<file path="src/activity_indexed_max_heap_macros.svh">
// Assertion macros for the activity heap.
// Included by the top level; they use the aclk and aresetn signals of the includer.
`ifndef ACTIVITY_INDEXED_MAX_HEAP_MACROS_SVH
`define ACTIVITY_INDEXED_MAX_HEAP_MACROS_SVH

// The consequent must hold in the same cycle as the antecedent.
`define AIMH_ASSERT_SAME(lbl, ante, cons, msg) \
    lbl: assert property (@(posedge aclk) disable iff (!aresetn) (ante) |-> (cons)) \
        else $error(msg);

// The consequent must hold in the cycle after the antecedent.
`define AIMH_ASSERT_NEXT(lbl, ante, cons, msg) \
    lbl: assert property (@(posedge aclk) disable iff (!aresetn) (ante) |=> (cons)) \
        else $error(msg);

`endif

</file>
<file path="src/aimh_pkg.sv">
// Shared types and constants for the activity heap.
// No dependencies; used by every module of the block.
package aimh_pkg;

    localparam int MAX_VARS = 1024;
    localparam int VAR_W    = $clog2(MAX_VARS);
    localparam int CNT_W    = VAR_W + 1;
    localparam int ACT_W    = 32;
    localparam int FAC_W    = 17;
    localparam int SHF_W    = 5;
    localparam int REQ_W    = 3;
    localparam int ADDR_W   = 4;
    localparam int PROD_W   = ACT_W + FAC_W;
    localparam int QDEPTH   = 2;

    localparam logic [ACT_W-1:0]  ACT_ONE  = ACT_W'(65536);
    localparam logic [PROD_W:0]   ROUND    = (PROD_W+1)'(32768);

    // Request codes as they arrive on the input channel.
    localparam logic [REQ_W-1:0] REQ_INIT   = 3'd0;
    localparam logic [REQ_W-1:0] REQ_INSERT = 3'd1;
    localparam logic [REQ_W-1:0] REQ_BUMP   = 3'd2;
    localparam logic [REQ_W-1:0] REQ_POP    = 3'd3;
    localparam logic [REQ_W-1:0] REQ_DECAY  = 3'd4;

    // Register indexes on the configuration port.
    localparam logic [1:0] REG_NUM_VARS = 2'd0;
    localparam logic [1:0] REG_FACTOR   = 2'd1;
    localparam logic [1:0] REG_LIMIT    = 2'd2;
    localparam logic [1:0] REG_SHIFT    = 2'd3;

    typedef enum logic [2:0] {
        OP_INIT   = 3'd0,
        OP_INSERT = 3'd1,
        OP_BUMP   = 3'd2,
        OP_POP    = 3'd3,
        OP_DECAY  = 3'd4,
        OP_NOP    = 3'd5
    } op_t;

    typedef struct packed {
        op_t              op;
        logic [VAR_W-1:0] var_idx;
    } cmd_t;

    typedef struct packed {
        logic [CNT_W-1:0] num_vars;
        logic [FAC_W-1:0] factor;
        logic [ACT_W-1:0] limit;
        logic [SHF_W-1:0] shift;
    } cfg_t;

    typedef struct packed {
        logic sweeping;
        logic busy;
    } stat_t;

endpackage

</file>
<file path="src/aimh_front.sv">
// Front end of the activity heap: accepts input beats, classifies requests.
// Holds a two-entry command queue toward the back end; uses aimh_pkg.
module aimh_front (
    input  logic                       aclk,
    input  logic                       aresetn,
    input  logic                       s_valid,
    output logic                       s_ready,
    input  logic [aimh_pkg::REQ_W-1:0] s_req_type,
    input  logic [aimh_pkg::VAR_W-1:0] s_var_index,
    output aimh_pkg::cmd_t             cmd_o,
    output logic                       cmd_valid_o,
    input  logic                       cmd_ready_i
);
    import aimh_pkg::*;

    cmd_t       q_mem [QDEPTH];
    logic       wr_ptr_reg, wr_ptr_next;
    logic       rd_ptr_reg, rd_ptr_next;
    logic [1:0] fill_reg, fill_next;
    cmd_t       cmd_in;
    logic       push, pop;

    always_comb begin
        cmd_in.var_idx = s_var_index;
        case (s_req_type)
            REQ_INIT:   cmd_in.op = OP_INIT;
            REQ_INSERT: cmd_in.op = OP_INSERT;
            REQ_BUMP:   cmd_in.op = OP_BUMP;
            REQ_POP:    cmd_in.op = OP_POP;
            REQ_DECAY:  cmd_in.op = OP_DECAY;
            default:    cmd_in.op = OP_NOP;
        endcase
    end

    assign s_ready     = (fill_reg != 2'(QDEPTH));
    assign cmd_valid_o = (fill_reg != 2'd0);
    assign cmd_o       = q_mem[rd_ptr_reg];
    assign push        = s_valid && s_ready;
    assign pop         = cmd_valid_o && cmd_ready_i;

    always_comb begin
        wr_ptr_next = push ? ~wr_ptr_reg : wr_ptr_reg;
        rd_ptr_next = pop ? ~rd_ptr_reg : rd_ptr_reg;
        fill_next   = fill_reg + 2'(push) - 2'(pop);
    end

    always_ff @(posedge aclk) begin
        if (push) begin
            q_mem[wr_ptr_reg] <= cmd_in;
        end
    end

    always_ff @(posedge aclk) begin
        if (!aresetn) begin
            wr_ptr_reg <= 1'b0;
            rd_ptr_reg <= 1'b0;
            fill_reg   <= 2'd0;
        end else begin
            wr_ptr_reg <= wr_ptr_next;
            rd_ptr_reg <= rd_ptr_next;
            fill_reg   <= fill_next;
        end
    end

endmodule

</file>
<file path="config.mk">
export PLATFORM = sky130hd
export DESIGN_NAME = aimh_front
export DESIGN_NICKNAME = d
export VERILOG_FILES = /design/src/activity_indexed_max_heap_macros.svh /design/src/aimh_pkg.sv /design/src/aimh_front.sv
export SDC_FILE = /design/constraint.sdc
export NUM_CORES = 1
export LEC_CHECK = 0
export BUFFER_PORTS_ARGS = -buffer_cell sky130_fd_sc_hd__buf_2
export CAP_MARGIN = 40
export CORE_MARGIN = 1.5
export CORE_UTILIZATION = 45
export CTS_BUF_LIST = sky130_fd_sc_hd__clkbuf_4
export DETAILED_ROUTE_END_ITERATION = 16
export PLACE_DENSITY = 0.7
export SYNTH_ARGS = -nofsm -noshare
export SYNTH_HDL_FRONTEND = slang
export SYNTH_SLANG_ARGS = --single-unit
export TNS_END_PERCENT = 30
</file>
<file path="constraint.sdc">
create_clock -name aclk -period 1.5 [get_ports aclk]
set_input_delay 0.075 -clock aclk [delete_from_list [all_inputs] [get_ports aclk]]
set_output_delay 0.075 -clock aclk [all_outputs]
set_load 0.005 [all_outputs]
</file>
# Word-level counts from Yosys, hierarchy flattened
# Memory sizes are Yosys's and may differ from the RTL's. A register that Yosys moved wholly into a read port is not among the register bits.
# Index checks and enable logic that the tools add are counted.
[op_classes]
order_cmp = 0
add_sub_neg = 2
eq_ne = 5
mul = 0
muxes = 5
bitwise_logic = 2
shift = 0
div = 0
reduce_logical = 4
[ops]
columns = ["cell", "n"]
rows = [
  ["case mux 3 bit (5 select lines)", 1],
  ["equality test 3 x 2 -> 1 bit, second input constant", 2],
  ["2-to-1 mux 1 bit", 4],
  ["equality test 3 x 1 -> 1 bit, second input constant", 1],
  ["equality test 3 bit, second input constant", 1],
  ["logical NOT 3 bit", 1],
  ["adder 2 x 1 -> 2 bit", 1],
  ["logical AND 1 bit", 2],
  ["!= test 2 bit, second input constant", 1],
  ["inverter 1 bit", 2],
  ["nonzero test 2 bit", 1],
  ["subtractor 2 x 1 -> 2 bit", 1],
]
[word_totals]
register_bits = 4
latchBits = 0
rom_bits = 0
inputBits = 17
out_inout_bits = 15
ramBits = 26
n_memories = 1
[mem_list]
columns = ["name", "words", "word_bits", "rd", "rd_clocked_by_memory_dff", "write_ports", "line_no", "text"]
rows = [
  ["q_mem", 2, 13, 1, 1, 1, "aimh_front.sv:16", "cmd_t q_mem [QDEPTH];"],
]

# Logic depth before layout (Yosys ltp)
# Gate-level depths: netlist of the first run.
[depth]
depth_word = 4
depth_mapped = 6
mapped_depth_nobuf = 6

# Least setup slack after synthesis of the first run
# No wires, ideal clock.
[synth_timing]
path_type = "register to register"
start = "reg fill_reg[0]"
end = "mem q_mem[1][0] (netlist name) (enable)"
stages_incl_launch_ff = 3
slack_ns = 0.116
arrival_ns = 1.023
required_ns = 1.139
cell_sequence = "dfxtp_1 -> nand2b_1 -> and3_1"
[synth_via]
elab_chain_len = 4
[synth_lines]
columns = ["item", "line_no", "text"]
rows = [
  ["start, declared", "aimh_front.sv:19", "logic [1:0] fill_reg, fill_next;"],
  ["start signal, assigned", "aimh_front.sv:61", "fill_reg <= fill_next;"],
  ["!= test 2 bit", "aimh_front.sv:35", "assign s_ready = (fill_reg != 2'(QDEPTH));"],
  ["named net s_ready", "aimh_front.sv:7", "output logic s_ready,"],
  ["logical AND 1 bit", "aimh_front.sv:38", "assign push = s_valid && s_ready;"],
  ["2-to-1 mux 1 bit", "aimh_front.sv:48", "if (push) begin"],
  ["2-to-1 mux 1 bit (not written as such)", "aimh_front.sv:49", "q_mem[wr_ptr_reg] <= cmd_in;"],
  ["end, declared", "aimh_front.sv:16", ""],
]
# The timed path passes the listed nets, and every way through them passes these cells.

==> tab_implementation.tex, run 1 <==
\begin{tabular}{lr}
\hline
Metric & Value \\
\hline
\multicolumn{2}{l}{\textbf{Floorplan}} \\
Core Footprint & 0.00252 mm² \\
Height of the die & 55.0 µm \\
Cell row count & 18 \\
Floorplan die width & 55.0 µm \\
Die area & 0.00302 mm² \\
Initial Util & 0.482 \\
I/O pin count & 32 \\
\multicolumn{2}{l}{\textbf{Critical path}} \\
FF-to-FF path depth & 5 \\
Crit path kind & reg -> out \\
Kind of start point of the critical path & flip-flop \\
Worst Path Arrival & 1.32 ns \\
Launch instance of the worst register-to-register path & fill\_reg[1] \\
Worst Path Required & 1.42 ns \\
Kind of capture point of the worst setup path & output pin \\
Crit Path Max Fanout & 11 \\
\multicolumn{2}{l}{\textbf{Placement}} \\
Post-DP HPWL & 1.30 mm \\
Total placed instance area & 0.00145 mm² \\
Number of buffers added on ports & 31 \\
Routability congestion estimate & 0.662 \\
\multicolumn{2}{l}{\textbf{Pwr}} \\
Switching part of the total & 0.258 \\
Cell area power density & 1310 mW/mm² \\
Lkg Pwr & 0.000650 µW \\
P\_sw & 544 µW \\
Internal portion of total power & 1570 µW \\
Relative contribution of combinational cells to total power & 0.260 \\
Proportion of power drawn by the clock network & 0.220 \\
Share of power burned in registers & 0.520 \\
Final Power & 2110 µW \\
Peak supply drop & 0.966 mV \\
\multicolumn{2}{l}{\textbf{Drt}} \\
Number of vias per cell after detailed routing & 4.78 \\
Routed wire length & 2.01 mm \\
Total vias in the final route & 741 \\
1st-iter DRT viols & 18 \\
Total DRC errors in the routed layout & 0 \\
Wire length per cell after detailed routing & 12.9 µm \\
ANT nets after route & 0 \\
First-pass iteration count of the detailed router & 5 \\
\multicolumn{2}{l}{\textbf{Synth}} \\
Library cell occupying the most area in the post-synthesis netlist & edfxtp\_1 \\
Async set-or-reset flop fraction in the synthesized netlist & 0 \\
Yosys warning count & 0 \\
Cell area after technology mapping & 0.00121 mm² \\
Cell types occupying the most area after synthesis & edfxtp\_1 64\%, mux2\_2 12\%, dfxtp\_1 8.2\% \\
Gate count of the mapped netlist & 72 \\
Area share of the largest cell type after synthesis & 0.643 \\
Sequential-to-total area share from yosys stat & 0.725 \\
Dominant synthesized flop cell & edfxtp\_1 \\
Post-synthesis average cell area & 16.9 µm² \\
Synthesized net count & 90 \\
\#FFs+latches synth & 31 \\
Number of distinct library cell variants in the gate-level netlist after synthesis & 25 \\
Post-synth EDFFs & 26 \\
\multicolumn{2}{l}{\textbf{Clock network}} \\
Total CTS buffers & 5 \\
Clock-pin transition on the worst setup and hold timing paths & 0.10 ns \\
Clock insertion delay at the later pin of the skew report & 0.32 ns \\
Maximum level of the CTS H-tree & 2 \\
Bufs on Longest Clock Path & 2 \\
Total setup buffers inserted after CTS & 0 \\
TritonCTS clock tree & yes \\
Num Clock Sinks & 31 \\
Buffer type at the clock tree root & clkbuf\_4 \\
\multicolumn{2}{l}{\textbf{Finish}} \\
Number of nets in the final layout & 142 \\
Antenna diode count & 0 \\
Layout cell share with drive strength beyond 1 & 0.464 \\
Most common cell after layout, fill and taps aside & buf\_2 \\
Highest-count cells in the layout ignoring fill and taps & 31 x buf\_2, 26 x edfxtp\_1, 13 x mux2\_2 \\
Final standard cell area without fillers & 0.00162 mm² \\
Layout-stage area growth over the synthesis result & 33.0\% \\
Number of flip-flops in the largest register & 26 \\
\multicolumn{2}{l}{\textbf{STA}} \\
Number of max-slew violations in the final report & 0 \\
Worst hold slack across all endpoints & 0.0166 ns \\
Hold violation count in the final report & 0 \\
Final period demand of the worst path & 1.40 ns \\
Ratio of final minimum period to clock period & 0.932 \\
Max transition margin & 0.836 \\
Aggregate negative setup slack & 0 ns \\
Transition at the pin with the smallest max-transition slack & 0.246 ns \\
Achievable clock frequency & 715 MHz \\
Setup violations, final & 0 \\
Max Clock Skew & 0.0148 ns \\
Unrepaired setup endpoints after global routing & no \\
\multicolumn{2}{l}{\textbf{Flow run}} \\
Number of maximum-capacitance violations & 0 \\
\multicolumn{2}{l}{\textbf{Global route}} \\
Pin count of the biggest net entering global routing & 12 \\
Number of antenna violations at the first check in global routing & 0 \\
Final global-route overflow total & 0 \\
Via count of the first global-routing pass & 736 \\
First-pass GRT wire length & 3.07 mm \\
Global-route usage over all layers & 0.160 \\
\multicolumn{2}{l}{\textbf{Run status}} \\
Status & finished, final reports clean \\
\multicolumn{2}{l}{\textbf{Hold path}} \\
Worst Hold Launch & aresetn \\
Worst hold path stage count & 2 \\
Min-delay worst type & in -> reg \\
\hline
\end{tabular}
==> synth_stat cells, types with 2 or more instances <==
cell / instances
dfxtp_1: 5
a21bo_1: 2
nor2b_1: 2
and2_1: 3
edfxtp_1: 26
nand2b_1: 2
nor2_1: 2
mux2_2: 13
==> power by group through the flow <==
stage,registers (µW),clock network (µW),logic (µW)
6_report,1100,465,549
5_1_grt,1110,525,615
4_1_cts,1100,481,562
3_5_place_dp,1110,0,528
3_3_place_gp,1110,0,517
2_1_floorplan,1120,0,300
==> final timing paths <==
| check | to | slack [ns] |
|---|---|---|
| worst max-delay path | cmd_o[4] | 0.10 |
| worst min-delay path | fill_reg[0] | 0.02 |
| worst max register to register | fill_reg[0] | 0.17 |
| worst min register to register | wr_ptr_reg | 0.58 |
==> layout make-up <==
type / count / area [µm²]
Inverter: 1 / 3.75
Clock buffer: 6 / 45.0
Clock inverter: 2 / 8.76
Sequential cell: 31 / 882
Timing Repair Buffer: 47 / 319
Fill cell: 216 / 907
Multi-Input combinational cell: 38 / 319
Tap cell: 30 / 37.5
==> critical path, stage by stage, from the launching register on <==
cell and delay, ns:
dfxtp_2 0.36, buf_6 0.16, mux2_2 0.34, buf_2 0.13
==> what timing repair did <==
item                                    CTS  global route
hold buffers                             11             0
gates resized for setup                   1             1
endpoints found under the setup margin    2            11
endpoints found under the hold margin    22             0
==> routing by layer <==
metal	global-route usage	routed length (µm)	vias to the layer above
li1	-	-	376
met1	0.158	821	342
met2	0.274	1050	19
met3	0.0780	100	4
met4	0.0854	34	0
met5	0	0	-
==> through the flow <==
stage               setup WS (ns)  instances   util
finish                      0.102        155  0.640
global route               0.0213        155  0.640
CTS                        0.0280        155  0.640
detailed placement          0.211        136  0.573
global placement            0.239        136  0.573
floorplan                   0.116         72      -
==> logic make-up after synthesis <==
family,count (synthesis),share of synthesized area
xor gates and xnor gates,1,0.00721
adders and majority gates,1,0.0103
AOI/OAI and AO/OA,8,0.0505
muxes,14,0.129
DFF,31,0.725
and+or+nand+nor,14,0.0659
buffers and inverters,3,0.0124
Power figures use the tool's default switching activity.
==> run 2, diff against run 1 <==
--- a/config.mk
+++ b/config.mk
@@ -7,7 +7,6 @@
 export LEC_CHECK = 0
 export BUFFER_PORTS_ARGS = -buffer_cell sky130_fd_sc_hd__buf_2
 export CAP_MARGIN = 40
-export CORE_MARGIN = 1.5
 export CORE_UTILIZATION = 45
 export CTS_BUF_LIST = sky130_fd_sc_hd__clkbuf_4
 export DETAILED_ROUTE_END_ITERATION = 16
==> tab_implementation.tex, run 2 (synthesized netlist as in run 1, its figures left out) <==
\begin{tabular}{lr}
\hline
Metric & Value \\
\hline
\multicolumn{2}{l}{\textbf{Run status}} \\
Status & finished, final reports clean \\
\multicolumn{2}{l}{\textbf{Drt}} \\
Met3 wire len & 102 µm (+2.0\%) \\
ANT nets after route & 0 (unchanged) \\
Total DRC errors in the routed layout & 0 (unchanged) \\
Uppermost layer routed & met4 \\
Routed length on met1 & 783 µm (-4.6\%) \\
Wire length per cell after detailed routing & 12.9 µm (-0.20\%) \\
1st-iter DRT viols & 9 (-9) \\
First-pass iteration count of the detailed router & 4 (-1) \\
Total vias in the final route & 752 (+1.5\%) \\
Routed wire length & 1.99 mm (-0.85\%) \\
Detail Route met2 WL & 1.07 mm (+1.7\%) \\
Number of vias per cell after detailed routing & 4.88 (+2.1\%) \\
\multicolumn{2}{l}{\textbf{STA}} \\
Max transition margin & 0.846 (+0.00969) \\
Achievable clock frequency & 717 MHz (+0.23\%) \\
Transition at the pin with the smallest max-transition slack & 0.231 ns (-0.0148 ns) \\
Ratio of final minimum period to clock period & 0.930 (-0.00216) \\
Hold violation count in the final report & 0 (unchanged) \\
Setup violations, final & 0 (unchanged) \\
Unrepaired setup endpoints after global routing & no \\
Aggregate negative setup slack & 0 ns (unchanged) \\
Final period demand of the worst path & 1.40 ns (-0.00324 ns) \\
Max Clock Skew & 0.00430 ns (-0.0105 ns) \\
Number of max-slew violations in the final report & 0 (unchanged) \\
Final Worst Setup Slack & 0.105 ns (+0.00324 ns) \\
\multicolumn{2}{l}{\textbf{Placement}} \\
Number of buffers added on ports & 31 (unchanged) \\
Routability congestion estimate & 0.619 (-6.4\%) \\
Post-DP HPWL & 1.38 mm (+6.2\%) \\
Dpl cells & 135 (-0.74\%) \\
Total placed instance area & 0.00145 mm² (+0.35\%) \\
Setup Slack @ Placement & 0.119 ns (-0.0925 ns) \\
\multicolumn{2}{l}{\textbf{Finish}} \\
Final standard cell area without fillers & 0.00161 mm² (about the same) \\
Layout cell share with drive strength beyond 1 & 0.444 (-0.0205) \\
Antenna diode count & 0 (unchanged) \\
Number of flip-flops in the largest register & 26 (unchanged) \\
Highest-count cells in the layout ignoring fill and taps & 31 x buf\_2, 26 x edfxtp\_1, 13 x mux2\_2 \\
Fin cells & 154 (-0.65\%) \\
Number of nets in the final layout & 141 (-0.70\%) \\
Layout-stage area growth over the synthesis result & 32.9\% (about the same) \\
Most common cell after layout, fill and taps aside & buf\_2 \\
\multicolumn{2}{l}{\textbf{Hold path}} \\
Worst min-delay path endpoint & rd\_ptr\_reg \\
Worst Hold Launch & aresetn \\
Min-delay worst type & in -> reg \\
Worst hold path stage count & 2 (unchanged) \\
\multicolumn{2}{l}{\textbf{Clock network}} \\
Total setup buffers inserted after CTS & 0 (unchanged) \\
TritonCTS clock tree & yes \\
Num Clock Sinks & 31 (unchanged) \\
Bufs on Longest Clock Path & 2 (unchanged) \\
Total CTS buffers & 5 (unchanged) \\
Clock insertion delay at the later pin of the skew report & 0.31 ns (about the same) \\
Count of hold-fix buffers inserted at cts & 11 (unchanged) \\
Buffer type at the clock tree root & clkbuf\_4 \\
Clock-pin transition on the worst setup and hold timing paths & 0.09 ns (about the same) \\
Resize count post-CTS & 0 (-1) \\
Maximum level of the CTS H-tree & 2 (unchanged) \\
\multicolumn{2}{l}{\textbf{Floorplan}} \\
Die area & 0.00291 mm² (-3.6\%) \\
Height of the die & 54.0 µm (-1.8\%) \\
Cell row count & 18 (unchanged) \\
I/O pin count & 32 (unchanged) \\
Floorplan die width & 54.0 µm (-1.8\%) \\
Initial Util & 0.482 (unchanged) \\
Core Footprint & 0.00252 mm² (unchanged) \\
\multicolumn{2}{l}{\textbf{Pwr}} \\
Lkg Pwr & 0.000646 µW (-0.67\%) \\
Final Power & 2090 µW (-1.1\%) \\
Cell area power density & 1290 mW/mm² (-1.0\%) \\
Peak supply drop & 1.00 mV (+3.6\%) \\
\multicolumn{2}{l}{\textbf{Critical path}} \\
Crit Path Max Fanout & 11 (unchanged) \\
Crit path kind & reg -> reg \\
Launch instance of the worst register-to-register path & fill\_reg[0] \\
Kind of capture point of the worst setup path & flip-flop \\
Worst Path Arrival & 1.43 ns (+0.11 ns) \\
FF-to-FF path depth & 3 (-2) \\
Critical path origin & fill\_reg[0] \\
Worst Path Required & 1.53 ns (+0.11 ns) \\
Kind of start point of the critical path & flip-flop \\
Endpoint of the most critical register-to-register path & q\_mem[1][4] \\
Worst R2R Setup Slack & 0.10 ns (-0.07 ns) \\
\multicolumn{2}{l}{\textbf{Global route}} \\
Final global-route overflow total & 0 (unchanged) \\
First-pass GRT wire length & 3.02 mm (-1.8\%) \\
Global-route usage over all layers & 0.158 (-0.00142) \\
Pin count of the biggest net entering global routing & 12 (unchanged) \\
Number of antenna violations at the first check in global routing & 0 (unchanged) \\
Via count of the first global-routing pass & 726 (-1.4\%) \\
\multicolumn{2}{l}{\textbf{Flow run}} \\
Number of maximum-capacitance violations & 0 (unchanged) \\
\hline
\end{tabular}
run 2: cell types whose count changed in the layout (fill, tap and decap cells not counted), sizes merged:
cell	previous run	this run
buf	36	35
run 2: routing by layer:
layer  GRT usage  vias to the layer above
met2       0.276                       21
met4      0.0921                        0
met5           0                        -
met1       0.158                      353
li1            -                      373
met3      0.0621                        5
run 2: layout make-up:
cell class	count	area, µm²
inverters	1	3.75
flip-flops and latches	31	881
well taps	30	37.5
multi-input cells	38	319
fillers	203	908
clock buffers	6	45.0
clock inverters	2	7.51
repair buffers	46	320
run 2: critical path, cell delays in order (launching register included):
cell and delay [ns]:
dfxtp_1 0.45, nand2b_1 0.21, and3_1 0.28, buf_12 0.17
run 2: how the worst max path moves through the flow:
stage	endpoint	slack (ns)	cells after the start
after floorplan	q_mem[1][0]	0.12	2
after global placement	q_mem[1][7]	0.18	3
after detailed placement	q_mem[1][3]	0.12	3
after CTS	cmd_o[2]	0.08	3
after global routing	q_mem[1][12]	0.02	3
final	q_mem[1][4]	0.10	3
run 2: where the power goes:
group	switching [µW]	total [µW]	internal [µW]
combinational	216	533	316
clock	258	450	191
sequential	53.5	1110	1050
total	528	2090	1560
run 2: through the flow:
step,utilization,hold slack (ns)
after global placement,0.575,0.264
after floorplan,-,0.174
after global routing,0.640,0.0286
after CTS,0.640,0.0264
after detailed placement,0.575,0.270
final,0.640,0.0329
==> run 3, diff against run 2 <==
--- a/config.mk
+++ b/config.mk
@@ -6,11 +6,10 @@
 export NUM_CORES = 1
 export LEC_CHECK = 0
 export BUFFER_PORTS_ARGS = -buffer_cell sky130_fd_sc_hd__buf_2
-export CAP_MARGIN = 40
-export CORE_UTILIZATION = 45
+export CAP_MARGIN = 0
+export CORE_UTILIZATION = 35
 export CTS_BUF_LIST = sky130_fd_sc_hd__clkbuf_4
 export DETAILED_ROUTE_END_ITERATION = 16
-export PLACE_DENSITY = 0.7
 export SYNTH_ARGS = -nofsm -noshare
 export SYNTH_HDL_FRONTEND = slang
 export SYNTH_SLANG_ARGS = --single-unit
==> tab_implementation.tex, run 3 (synthesized netlist as in run 1, its figures left out) <==
\begin{tabular}{lr}
\hline
Metric & Value \\
\hline
\multicolumn{2}{l}{\textbf{STA}} \\
Setup violations, final & 0 (unchanged) \\
Max Clock Skew & 0.00893 ns (+0.00462 ns) \\
Final period demand of the worst path & 1.37 ns (-0.0218 ns) \\
Number of max-slew violations in the final report & 0 (unchanged) \\
Worst hold slack across all endpoints & 0.0295 ns (-0.00344 ns) \\
Hold violation count in the final report & 0 (unchanged) \\
Transition at the pin with the smallest max-transition slack & 0.221 ns (-0.00964 ns) \\
Achievable clock frequency & 728 MHz (+1.6\%) \\
Aggregate negative setup slack & 0 ns (unchanged) \\
Unrepaired setup endpoints after global routing & no \\
Ratio of final minimum period to clock period & 0.916 (-0.0145) \\
Final Worst Setup Slack & 0.127 ns (+0.0218 ns) \\
Max transition margin & 0.852 (+0.00643) \\
\multicolumn{2}{l}{\textbf{Pwr}} \\
Final Power & 2110 µW (+1.1\%) \\
Cell area power density & 1300 mW/mm² (+0.16\%) \\
Lkg Pwr & 0.000655 µW (+1.3\%) \\
Peak supply drop & 0.667 mV (-33\%) \\
\multicolumn{2}{l}{\textbf{Critical path}} \\
CP max stage delay & 0.34 ns (-0.11 ns) \\
Kind of capture point of the worst setup path & output pin \\
Kind of start point of the critical path & flip-flop \\
Number of cells on the critical path & 3 (unchanged) \\
Crit path kind & reg -> out \\
Series of cell instances along the critical path & buf\_4, mux2\_2, buf\_2 \\
Crit path max-delay cell type & dfxtp\_1 \\
FF-to-FF path depth & 5 (+2) \\
Worst Path Required & 1.42 ns (-0.11 ns) \\
Crit Path Max Fanout & 8 (-3) \\
CP delay by family, top & flip-flops \\
Crit path buf inv count & 2 (+1) \\
Worst Path Arrival & 1.30 ns (-0.13 ns) \\
\multicolumn{2}{l}{\textbf{Finish}} \\
Sequential standard cell area & 881 µm² (unchanged) \\
Highest-count cells in the layout ignoring fill and taps & 31 x buf\_2, 26 x edfxtp\_1, 13 x mux2\_2 \\
Layout cell share with drive strength beyond 1 & 0.468 (+0.0247) \\
Antenna diode count & 0 (unchanged) \\
Layout-stage area growth over the synthesis result & 34.1\% \\
Area taken by multi-input logic gates & 319 µm² (unchanged) \\
Number of nets in the final layout & 143 (+1.4\%) \\
Number of flip-flops in the largest register & 26 (unchanged) \\
Number of fillers in the final layout & 311 (+53\%) \\
Most common cell after layout, fill and taps aside & buf\_2 \\
\multicolumn{2}{l}{\textbf{Drt}} \\
ANT nets after route & 0 (unchanged) \\
Total vias in the final route & 751 (-0.13\%) \\
Routed wire length & 1.98 mm (-0.50\%) \\
1st-iter DRT viols & 15 (+6) \\
Total DRC errors in the routed layout & 0 (unchanged) \\
Number of vias per cell after detailed routing & 4.37 (-11\%) \\
First-pass iteration count of the detailed router & 3 (-1) \\
Wire length per cell after detailed routing & 11.5 µm (-11\%) \\
\multicolumn{2}{l}{\textbf{Floorplan}} \\
Initial Util & 0.364 (-0.118) \\
Floorplan die width & 60.9 µm (+13\%) \\
I/O pin count & 32 (unchanged) \\
Cell row count & 21 (+3) \\
Core Footprint & 0.00334 mm² (+32\%) \\
Height of the die & 60.9 µm (+13\%) \\
Die area & 0.00371 mm² (+27\%) \\
\multicolumn{2}{l}{\textbf{Clock network}} \\
Maximum level of the CTS H-tree & 2 (unchanged) \\
Num Clock Sinks & 31 (unchanged) \\
Buffer type at the clock tree root & clkbuf\_4 \\
Clock insertion delay at the later pin of the skew report & 0.32 ns (about the same) \\
Total CTS buffers & 5 (unchanged) \\
Clock-pin transition on the worst setup and hold timing paths & 0.09 ns (about the same) \\
Bufs on Longest Clock Path & 2 (unchanged) \\
Total setup buffers inserted after CTS & 0 (unchanged) \\
TritonCTS clock tree & yes \\
\multicolumn{2}{l}{\textbf{Global route}} \\
Final global-route overflow total & 0 (unchanged) \\
Gr busiest metal & met2 \\
Met3 routing resource usage after global routing & 0.0640 (+0.00182) \\
Via count of the first global-routing pass & 715 (-1.5\%) \\
Number of antenna violations at the first check in global routing & 0 (unchanged) \\
First-pass GRT wire length & 3.10 mm (+2.8\%) \\
Grt met1 use & 0.145 (-0.0133) \\
Global-route usage over all layers & 0.125 (-0.0330) \\
Met2 track utilization from global routing & 0.195 (-0.0811) \\
Pin count of the biggest net entering global routing & 10 (-2) \\
\multicolumn{2}{l}{\textbf{Flow run}} \\
Number of maximum-capacitance violations & 0 (unchanged) \\
\multicolumn{2}{l}{\textbf{Placement}} \\
Setup Slack @ Placement & 0.176 ns (+0.0576 ns) \\
Routability congestion estimate & 0.704 (+14\%) \\
Post-DP HPWL & 1.44 mm (+4.5\%) \\
Number of buffers added on ports & 31 (unchanged) \\
\multicolumn{2}{l}{\textbf{Hold path}} \\
Worst hold path stage count & 2 (unchanged) \\
Min-delay worst type & in -> reg \\
\multicolumn{2}{l}{\textbf{Run status}} \\
Status & finished, final reports clean \\
\hline
\end{tabular}
==> run 3: cell types whose count changed in the layout (fill, tap and decap cells not counted), sizes merged <==
cell,change
clkbuf,+1
buf,+2
clkinv,-1
==> run 3: cell type report <==
| class | count | area share |
|---|---|---|
| Clock buffer | 7 | 0.0323 |
| Clock inverter | 1 | 0.00307 |
| Inverter | 1 | 0.00230 |
| Multi-Input combinational cell | 38 | 0.196 |
| Sequential cell | 31 | 0.541 |
| Tap cell | 46 | 0.0353 |
| Timing Repair Buffer | 48 | 0.190 |
==> run 3: power breakdown <==
part	internal, µW	total (µW)	switching, µW
Combinational	309	527	218
Sequential	1050	1100	52.2
Clock	219	479	261
Total	1580	2110	531
==> run 3: worst paths after layout <==
check | start | end | slack (ns)
worst max-delay path | flip-flop | cmd_o[4] | 0.13
worst min register to register | wr_ptr_reg | wr_ptr_reg | 0.57
worst min-delay path | s_req_type[0] | q_mem[0][10] | 0.03
worst max register to register | fill_reg[1] | fill_reg[0] | 0.15
==> run 3: worst register-to-register path, cell delays in order (launching register included) <==
cell	delay (ns)
dfxtp_1	0.44
nor2b_1	0.07
a211oi_1	0.23
nor2_1	0.08
ha_1	0.27
and2_1	0.16
==> run 3: stage by stage <==
step / std cells / utilization / area (µm²)
after floorplan: 72 / - / 1210
after global placement: 153 / 0.438 / 1460
after detailed placement: 153 / 0.438 / 1460
after CTS: 172 / 0.488 / 1630
after global routing: 172 / 0.488 / 1630
final: 172 / 0.488 / 1630
==> run 3: repair_timing <==
action / CTS / global route
hold endpoints to repair: 22 / 0
gates resized for setup: 0 / 0
hold buffers: 11 / 0
==> run 3: metal layers <==
| metal | share of wire | up-vias |
|---|---|---|
| li1 | - | 377 |
| met1 | 0.49 | 343 |
| met2 | 0.43 | 26 |
| met3 | 0.067 | 5 |
| met4 | 0.018 | 0 |
| met5 | 0 | - |
